## src/rtl/rau_pkg.sv

```systemverilog
package rau_pkg;

    localparam int OPERAND_BITS_DEF = 16;
    localparam int RES_NUM_W = 32;
    localparam int RES_DEN_W = 31;
    localparam int QUEUE_DEPTH = 2;

    localparam logic [1:0] OP_ADD = 2'd0;
    localparam logic [1:0] OP_SUB = 2'd1;
    localparam logic [1:0] OP_MUL = 2'd2;
    localparam logic [1:0] OP_DIV = 2'd3;

    typedef struct packed {
        logic [1:0]                  opcode;
        logic [OPERAND_BITS_DEF-1:0] a_num;
        logic [OPERAND_BITS_DEF-2:0] a_den;
        logic [OPERAND_BITS_DEF-1:0] b_num;
        logic [OPERAND_BITS_DEF-2:0] b_den;
    } t_in_item;

    typedef struct packed {
        logic [RES_NUM_W-1:0] result_num;
        logic [RES_DEN_W-1:0] result_den;
        logic                 div_by_zero;
    } t_out_item;

endpackage

```

## src/rtl/rau_front.sv

```systemverilog
module rau_front #(
    parameter int OPERAND_BITS = rau_pkg::OPERAND_BITS_DEF,
    parameter int MAG_W        = 2 * OPERAND_BITS
) (
    input  logic                    i_clk,
    input  logic                    i_rst_n,
    input  logic                    i_valid,
    output logic                    o_ready,
    input  logic [1:0]              i_opcode,
    input  logic [OPERAND_BITS-1:0] i_a_num,
    input  logic [OPERAND_BITS-2:0] i_a_den,
    input  logic [OPERAND_BITS-1:0] i_b_num,
    input  logic [OPERAND_BITS-2:0] i_b_den,
    output logic                    o_valid,
    input  logic                    i_ready,
    output logic [MAG_W-1:0]        o_t1,
    output logic [MAG_W-1:0]        o_t2,
    output logic [MAG_W-1:0]        o_dmag,
    output logic                    o_n1,
    output logic                    o_n2,
    output logic                    o_sum,
    output logic                    o_dz
);

    localparam int OB = OPERAND_BITS;

    logic            r_valid;
    logic [1:0]      r_op;
    logic [OB-1:0]   r_an, r_bn;
    logic [OB-2:0]   r_ad, r_bd;
    logic            r_an_neg, r_bn_neg;
    logic [OB-1:0]   an_mag, bn_mag;
    logic [OB-1:0]   x_l, y_l, x_r;
    logic [OB-2:0]   y_r;

    assign an_mag = i_a_num[OB-1] ? (~i_a_num + 1'b1) : i_a_num;
    assign bn_mag = i_b_num[OB-1] ? (~i_b_num + 1'b1) : i_b_num;

    assign o_ready = !r_valid || i_ready;
    assign o_valid = r_valid;

    always_ff @(posedge i_clk) begin
        if (!i_rst_n) begin
            r_valid <= 1'b0;
        end else if (o_ready) begin
            r_valid <= i_valid;
        end
        if (o_ready && i_valid) begin
            r_op     <= i_opcode;
            r_an     <= an_mag;
            r_bn     <= bn_mag;
            r_ad     <= i_a_den;
            r_bd     <= i_b_den;
            r_an_neg <= i_a_num[OB-1];
            r_bn_neg <= i_b_num[OB-1];
        end
    end

    // classify and pick the multiplier operands
    always_comb begin
        x_l   = r_an;
        x_r   = {1'b0, r_bd};
        y_l   = r_bn;
        y_r   = r_ad;
        o_n1  = r_an_neg;
        o_n2  = r_bn_neg;
        o_sum = 1'b0;
        o_dz  = 1'b0;
        unique case (r_op)
            rau_pkg::OP_ADD: begin
                o_sum = 1'b1;
            end
            rau_pkg::OP_SUB: begin
                o_sum = 1'b1;
                o_n2  = !r_bn_neg;
            end
            rau_pkg::OP_MUL: begin
                x_r  = r_bn;
                o_n1 = r_an_neg ^ r_bn_neg;
            end
            default: begin
                o_dz = (r_bn == '0);
                o_n1 = o_dz ? r_an_neg : (r_an_neg ^ r_bn_neg);
            end
        endcase
    end

    assign o_t1   = MAG_W'(x_l) * MAG_W'(x_r);
    assign o_t2   = MAG_W'(y_l) * MAG_W'(y_r);
    assign o_dmag = (r_op == rau_pkg::OP_DIV) ? (MAG_W'(r_ad) * MAG_W'(r_bn))
                  : (MAG_W'(r_ad) * MAG_W'(r_bd));

endmodule

```

## src/rtl/rau_queue.sv

```systemverilog
module rau_queue #(
    parameter int WIDTH = 8,
    parameter int DEPTH = rau_pkg::QUEUE_DEPTH
) (
    input  logic             i_clk,
    input  logic             i_rst_n,
    input  logic             i_valid,
    output logic             o_ready,
    input  logic [WIDTH-1:0] i_data,
    output logic             o_valid,
    input  logic             i_ready,
    output logic [WIDTH-1:0] o_data
);

    localparam int AW = (DEPTH > 1) ? $clog2(DEPTH) : 1;

    logic [WIDTH-1:0] r_mem [DEPTH];
    logic [AW-1:0]    r_wp, r_rp;
    logic [AW:0]      r_cnt;
    logic             push, pop;

    assign o_ready = (r_cnt != (AW+1)'(DEPTH));
    assign o_valid = (r_cnt != '0);
    assign push    = i_valid && o_ready;
    assign pop     = o_valid && i_ready;
    assign o_data  = r_mem[r_rp];

    always_ff @(posedge i_clk) begin
        if (!i_rst_n) begin
            r_wp  <= '0;
            r_rp  <= '0;
            r_cnt <= '0;
        end else begin
            if (push) begin
                r_wp <= (r_wp == AW'(DEPTH-1)) ? '0 : r_wp + 1'b1;
            end
            if (pop) begin
                r_rp <= (r_rp == AW'(DEPTH-1)) ? '0 : r_rp + 1'b1;
            end
            r_cnt <= r_cnt + (AW+1)'(push) - (AW+1)'(pop);
        end
        if (push) begin
            r_mem[r_wp] <= i_data;
        end
    end

endmodule

```

## src/rtl/rau_back.sv

```systemverilog
module rau_back #(
    parameter int MAG_W = 32
) (
    input  logic                 i_clk,
    input  logic                 i_rst_n,
    input  logic                 i_valid,
    output logic                 o_ready,
    input  logic [MAG_W-1:0]     i_t1,
    input  logic [MAG_W-1:0]     i_t2,
    input  logic [MAG_W-1:0]     i_dmag,
    input  logic                 i_n1,
    input  logic                 i_n2,
    input  logic                 i_sum,
    input  logic                 i_dz,
    output logic                 o_valid,
    input  logic                 i_ready,
    output rau_pkg::t_out_item   o_item
);

    localparam int W  = MAG_W + 1;
    localparam int CW = $clog2(W + 1);
    localparam int XW = (W > rau_pkg::RES_NUM_W) ? W : rau_pkg::RES_NUM_W;

    localparam logic [2:0] ST_IDLE = 3'd0;
    localparam logic [2:0] ST_GCD  = 3'd1;
    localparam logic [2:0] ST_DIVN = 3'd2;
    localparam logic [2:0] ST_DIVD = 3'd3;
    localparam logic [2:0] ST_OUT  = 3'd4;

    logic [2:0]    r_st;
    logic [W-1:0]  r_n, r_d, r_ga, r_gb;
    logic [W-1:0]  r_q, r_rem, r_qn;
    logic [CW-1:0] r_cnt;
    logic          r_neg, r_dz;
    logic [W-1:0]  nsum, t1w, t2w;
    logic [W-1:0]  rem_sh, q_sh, q_next, rem_next;
    logic          q_bit;
    logic [XW-1:0] qn_x, d_x, neg_q;
    logic          n_neg;

    assign t1w = W'(i_t1);
    assign t2w = W'(i_t2);

    always_comb begin
        n_neg = i_n1;
        nsum  = t1w;
        if (i_sum) begin
            if (i_n1 == i_n2) begin
                nsum = t1w + t2w;
            end else if (t1w >= t2w) begin
                nsum = t1w - t2w;
            end else begin
                nsum  = t2w - t1w;
                n_neg = i_n2;
            end
        end
    end

    // one restoring division step on the dividend in r_q
    assign rem_sh   = {r_rem[W-2:0], r_q[W-1]};
    assign q_sh     = {r_q[W-2:0], 1'b0};
    assign q_bit    = (rem_sh >= r_ga);
    assign q_next   = q_sh | W'(q_bit);
    assign rem_next = q_bit ? (rem_sh - r_ga) : rem_sh;

    assign qn_x  = XW'(r_qn);
    assign d_x   = XW'(r_d);
    assign neg_q = ~qn_x + 1'b1;

    assign o_ready = (r_st == ST_IDLE);
    assign o_valid = (r_st == ST_OUT);
    assign o_item.result_num  = r_neg ? neg_q[rau_pkg::RES_NUM_W-1:0]
                                      : qn_x[rau_pkg::RES_NUM_W-1:0];
    assign o_item.result_den  = d_x[rau_pkg::RES_DEN_W-1:0];
    assign o_item.div_by_zero = r_dz;

    always_ff @(posedge i_clk) begin
        if (!i_rst_n) begin
            r_st <= ST_IDLE;
        end else begin
            unique case (r_st) inside
                ST_IDLE: begin
                    if (i_valid) begin
                        r_n   <= nsum;
                        r_ga  <= nsum;
                        r_gb  <= W'(i_dmag);
                        r_cnt <= '0;
                        r_dz  <= i_dz;
                        if (nsum == '0) begin
                            r_qn  <= '0;
                            r_neg <= 1'b0;
                            r_d   <= W'(1);
                            r_st  <= ST_OUT;
                        end else begin
                            r_d   <= W'(i_dmag);
                            r_neg <= n_neg;
                            r_st  <= ST_GCD;
                        end
                    end
                end
                ST_GCD: begin
                    // binary gcd, common factors of two counted in r_cnt
                    if (r_gb == '0 || r_ga == '0) begin
                        r_ga  <= (r_gb == '0) ? (r_ga << r_cnt) : (r_gb << r_cnt);
                        r_q   <= r_n;
                        r_rem <= '0;
                        r_cnt <= '0;
                        r_st  <= ST_DIVN;
                    end else if (!r_ga[0] && !r_gb[0]) begin
                        r_ga  <= r_ga >> 1;
                        r_gb  <= r_gb >> 1;
                        r_cnt <= r_cnt + 1'b1;
                    end else if (!r_ga[0]) begin
                        r_ga <= r_ga >> 1;
                    end else if (!r_gb[0]) begin
                        r_gb <= r_gb >> 1;
                    end else if (r_ga >= r_gb) begin
                        r_ga <= r_ga - r_gb;
                    end else begin
                        r_gb <= r_gb - r_ga;
                    end
                end
                ST_DIVN, ST_DIVD: begin
                    if (r_cnt == CW'(W - 1)) begin
                        r_cnt <= '0;
                        r_rem <= '0;
                        if (r_st == ST_DIVN) begin
                            r_qn <= q_next;
                            r_q  <= r_d;
                            r_st <= ST_DIVD;
                        end else begin
                            r_d  <= q_next;
                            r_st <= ST_OUT;
                        end
                    end else begin
                        r_cnt <= r_cnt + 1'b1;
                        r_rem <= rem_next;
                        r_q   <= q_next;
                    end
                end
                ST_OUT: begin
                    if (i_ready) begin
                        r_st <= ST_IDLE;
                    end
                end
                default: begin
                    r_st <= ST_IDLE;
                end
            endcase
        end
    end

endmodule

```

## src/rtl/rational_arithmetic_unit.sv

```systemverilog
// channel   | handshake            | payload
// input     | i_valid / o_ready    | i_item  (opcode, a_num, a_den, b_num, b_den)
// output    | o_valid / i_ready    | o_item  (result_num, result_den, div_by_zero)
// front stage registers an item and forms the cross products from its registers
// a two-entry queue lets the front keep taking items while the back is busy
// back: binary gcd, one shift or subtract a cycle, then two bit-serial divisions
// by the gcd, of the numerator and then of the denominator
// a zero numerator skips the gcd and the divisions and goes straight to the output
// synchronous active-low reset empties the front, the queue and the back
// a stalled output holds the back; the queue then fills and o_ready drops
module rational_arithmetic_unit #(
    parameter int QUEUE_DEPTH = rau_pkg::QUEUE_DEPTH
) (
    input  logic               i_clk,
    input  logic               i_rst_n,
    input  logic               i_valid,
    output logic               o_ready,
    input  rau_pkg::t_in_item  i_item,
    output logic               o_valid,
    input  logic               i_ready,
    output rau_pkg::t_out_item o_item
);

    localparam int MAG_W = 2 * rau_pkg::OPERAND_BITS_DEF;
    localparam int QW    = 3 * MAG_W + 4;

    logic             f_valid, f_ready, q_valid, q_ready;
    logic [MAG_W-1:0] f_t1, f_t2, f_dmag, b_t1, b_t2, b_dmag;
    logic             f_n1, f_n2, f_sum, f_dz, b_n1, b_n2, b_sum, b_dz;

    rau_front #(.OPERAND_BITS(rau_pkg::OPERAND_BITS_DEF), .MAG_W(MAG_W)) u_front (
        .i_clk    (i_clk),
        .i_rst_n  (i_rst_n),
        .i_valid  (i_valid),
        .o_ready  (o_ready),
        .i_opcode (i_item.opcode),
        .i_a_num  (i_item.a_num),
        .i_a_den  (i_item.a_den),
        .i_b_num  (i_item.b_num),
        .i_b_den  (i_item.b_den),
        .o_valid  (f_valid),
        .i_ready  (f_ready),
        .o_t1     (f_t1),
        .o_t2     (f_t2),
        .o_dmag   (f_dmag),
        .o_n1     (f_n1),
        .o_n2     (f_n2),
        .o_sum    (f_sum),
        .o_dz     (f_dz)
    );

    rau_queue #(.WIDTH(QW), .DEPTH(QUEUE_DEPTH)) u_queue (
        .i_clk   (i_clk),
        .i_rst_n (i_rst_n),
        .i_valid (f_valid),
        .o_ready (f_ready),
        .i_data  ({f_t1, f_t2, f_dmag, f_n1, f_n2, f_sum, f_dz}),
        .o_valid (q_valid),
        .i_ready (q_ready),
        .o_data  ({b_t1, b_t2, b_dmag, b_n1, b_n2, b_sum, b_dz})
    );

    rau_back #(.MAG_W(MAG_W)) u_back (
        .i_clk   (i_clk),
        .i_rst_n (i_rst_n),
        .i_valid (q_valid),
        .o_ready (q_ready),
        .i_t1    (b_t1),
        .i_t2    (b_t2),
        .i_dmag  (b_dmag),
        .i_n1    (b_n1),
        .i_n2    (b_n2),
        .i_sum   (b_sum),
        .i_dz    (b_dz),
        .o_valid (o_valid),
        .i_ready (i_ready),
        .o_item  (o_item)
    );

endmodule

```

## config.mk

```make
export PLATFORM = sky130hd
export DESIGN_NAME = rational_arithmetic_unit
export DESIGN_NICKNAME = d
export VERILOG_FILES = /design/src/rtl/rau_pkg.sv /design/src/rtl/rau_front.sv /design/src/rtl/rau_queue.sv /design/src/rtl/rau_back.sv /design/src/rtl/rational_arithmetic_unit.sv
export SDC_FILE = /design/constraint.sdc
export NUM_CORES = 2
export LEC_CHECK = 0
export BUFFER_PORTS_ARGS = -buffer_cell sky130_fd_sc_hd__buf_2
export CAP_MARGIN = 20
export CORE_MARGIN = 1
export CORE_UTILIZATION = 45
export CTS_BUF_LIST = sky130_fd_sc_hd__clkbuf_4
export DETAILED_ROUTE_END_ITERATION = 10
export GPL_ROUTABILITY_DRIVEN = 0
export PLACE_DENSITY = 0.7
export SLEW_MARGIN = 20
export SYNTH_ARGS = -nofsm -noshare
export SYNTH_HDL_FRONTEND = slang
export SYNTH_SLANG_ARGS = --single-unit
```

## constraint.sdc

```tcl
create_clock -name i_clk -period 11.2 [get_ports i_clk]
set_input_delay 0.56 -clock i_clk [delete_from_list [all_inputs] [get_ports i_clk]]
set_output_delay 0.56 -clock i_clk [all_outputs]
set_load 0.01 [all_outputs]
```

==> flow_metrics.py <==
metrics = {
    "outcome": {
        "status": "finished clean",
    },
    "setup_path": {
        "r2r_start": "u_front.r_op[0]",
        "path_max_fanout": 16,
        "critical_path.most_common_cell": "fa_1",
        "slowest_stage": "a2111oi_0",
        "r2r_slack_ps": 2880,
        "path_class": "flop to flop",
        "r2r_end": "u_queue.r_mem[0][97]",
        "slowest_delay_ps": 870,
        "setup.worst_path.start_class": "flop",
        "end_kind": "flop",
        "required_ps": 11970,
        "crit_start": "u_front.r_op[0]",
        "worstPathArrival_ps": 9090,
        "crit_end": "u_queue.r_mem[0][97]",
        "ff2ff_path_depth": 27,
    },
    "cts": {
        "post_cts_buffers": 0,
        "clkLatencyLatePin_ps": 1110,
        "clockBufferDepth": 3,
        "root_buffer": "clkbuf_4",
        "clkSinkCount": 508,
        "cts_resized": 0,
        "htreeDepth": 4,
        "cts_buffers": 136,
        "cts_tree": "done",
        "cts.clk_slew.worst_paths_ps": 60,
    },
    "timing": {
        "post-route-period-util_pct": 74.3,
        "setup_viol": 0,
        "hold_viol": 0,
        "fmax_ghz": 0.120,
        "final-max-slew-violation-count": 0,
        "fin_ws_ps": 2880,
        "maxSlewHeadroom_pct": 17.7,
        "tightest_slew_ps": 1230,
        "setup_tns_ps": 0,
        "finClkSkew_ps": 113,
        "fin_crit_ps": 8320,
        "rsz0062_at_grt": "no",
    },
    "floorplan": {
        "die_area_um2": 130000,
        "core_um2": 126000,
        "die_h_um": 360,
        "initial_utilization_pct": 45.6,
        "io_pins": 134,
        "num_rows": 130,
        "die_x_um": 360,
    },
    "synth": {
        "synthCells": 6194,
        "synth_edf_count": 499,
        "synth.largest_area_cell": "edfxtp_1",
        "synth_area_leaders": "edfxtp_1, fa_1, ha_1",
        "synthArstFlopShare_pct": 0,
        "yosys_register_bits": 508,
        "ys_warn_count": 0,
        "synth_top_area_share_pct": 26.0,
        "synth_common_cells": "inv_1, nand2_1, fa_1",
        "syn-cell-area_um2": 57700,
        "synth_ff_type": "edfxtp_1",
        "seq_area_frac_synth_pct": 26.3,
        "ys_types": 94,
        "synthMostInstantiatedCell": "inv_1",
        "avgSynthCellArea_um2": 9.31,
        "syn_nets": 7301,
    },
    "drt": {
        "wl_per_cell_um": 21.3,
        "drcViolationCount": 0,
        "wirelength_mm": 171,
        "vias_per_cell": 5.80,
        "drt_iter0_drc": 4789,
        "route.vias.total": 46500,
        "ant_nets": 0,
        "first_pass_iters": 8,
    },
    "grt": {
        "grt_usage_pct": 26.0,
        "overflow": 0,
        "grt_pass1_wl_mm": 263,
        "grt_max_degree": 70,
        "grt_pass1_vias": 45500,
        "antenna_found_initial": 8,
    },
    "finish": {
        "multi_input_area_um2": 38000,
        "drive_gt1_share_pct": 8.34,
        "syn_to_final_growth_pct": 7.78,
        "nNetsFinal": 7383,
        "fin_util_pct": 49.2,
        "fill_cells": 11500,
        "final_cells": 8025,
        "seq_area_um2": 15200,
    },
    "job": {
        "maxCapViolCount": 0,
    },
    "placed_design": {
        "dp.cells": 7702,
        "dpl.hpwl_mm": 131,
        "io_buffers": 133,
        "pre_cts_slack_ps": 2950,
    },
    "min_path": {
        "min_path_type": "input port to flop",
    },
}
logic make-up after synthesis:
kind of cell / share of synthesized area [%]
simple gates: 15.3
mux: 3.88
flops: 26.3
compound gates: 13.0
xor+xnor: 3.78
fa+ha+maj: 29.7
buf+inv: 8.08
flip-flops by register name (all words and copies together), names as in the netlist, named ones only:
signal,cells
u_back.d_x,33
u_back.qn_x,32
u_back.r_cnt,6
u_back.r_dz,1
u_back.r_ga,33
u_back.r_gb,33
u_back.r_n,33
u_back.r_neg,1
u_back.r_q,33
u_back.r_rem,32
u_back.r_st,3
u_front.o_valid,1
u_front.r_ad,15
u_front.r_an,16
u_front.r_an_neg,1
u_front.r_bd,15
u_front.r_bn,16
u_front.r_bn_neg,1
u_front.r_op,2
u_queue.r_cnt,2
u_queue.r_mem,196
u_queue.r_rp,1
u_queue.r_wp,1
layout by cell type (no fill, tap or decap), drive strengths merged, types with 30 or more instances in the layout:
cell type and n:
inv 855, nand2 699, fa 547, edfxtp 499, ha 492, a21oi 397, and2 379, nor2 334
o21ai 214, buf 197, clkbuf 188, xnor2 184, mux2i 170, a21o 102, dlygate4sd3 86, nor3 79
nand3 71, xor2 65, o31ai 65, a211oi 62, o21bai 45, mux2 45, nor2b 41, nor4 41
nand2b 40, nand4 38, clkinv 34, a221oi 30
final cells by class:
cell class | instances | area share (%)
antenna | 7 | 0.0282
clock buffer | 188 | 2.27
tap | 1650 | 3.32
inverter | 850 | 5.13
sequential | 508 | 24.4
clock inverter | 42 | 0.517
multi-input combinational | 4496 | 61.1
timing repair buffer | 284 | 3.25
worst max-delay path: cells and delay by family, from the launching register on:
kind,cells,cell delay [ps]
compound gates,10,2510
xor+xnor,1,110
fa+ha+maj,7,3330
buf+inv,4,190
flops,1,480
simple gates,5,1390
worst min-delay path by stage:
stage                               from                to  slack, ps  cells after the start
after floorplan            u_back.r_n[0]     u_back.r_q[0]        500                      2
after global placement     u_back.r_n[4]     u_back.r_q[4]        510                      2
after detailed placement  u_back.r_n[14]    u_back.r_q[14]        510                      2
after CTS                     i_item[39]   u_front.r_ad[8]         20                      2
after global routing          i_item[40]   u_front.r_ad[9]         70                      2
final                         i_item[41]  u_front.r_ad[10]        160                      2
per-stage QoR:
stage          area (um2)  hold WS [ps]
2_1_floorplan       57700           496
3_3_place_gp        59500           505
3_5_place_dp        59500           512
4_1_cts             62100          17.2
5_1_grt             62100          74.3
6_report            62100           158
metal layers:
metal  part of all wire, %  wire, um  up-vias  global-route usage, %
met3                    11     18600      423                   6.79
li1                      -         -    21000                      -
met5                 0.041        71        -                      0
met4                   5.0      8610       10                   12.4
met2                    44     75100     2445                   40.0
met1                    40     68800    22600                   34.1
timing repair:
action	4_1_cts	5_1_grt
hold endpoints to repair	75	0
endpoints found under the setup margin	0	0
hold buffers	86	0
Power is left out: the tool's default activity adds up to more than one toggle a clock period on the data nets, which glitch-free logic cannot reach.
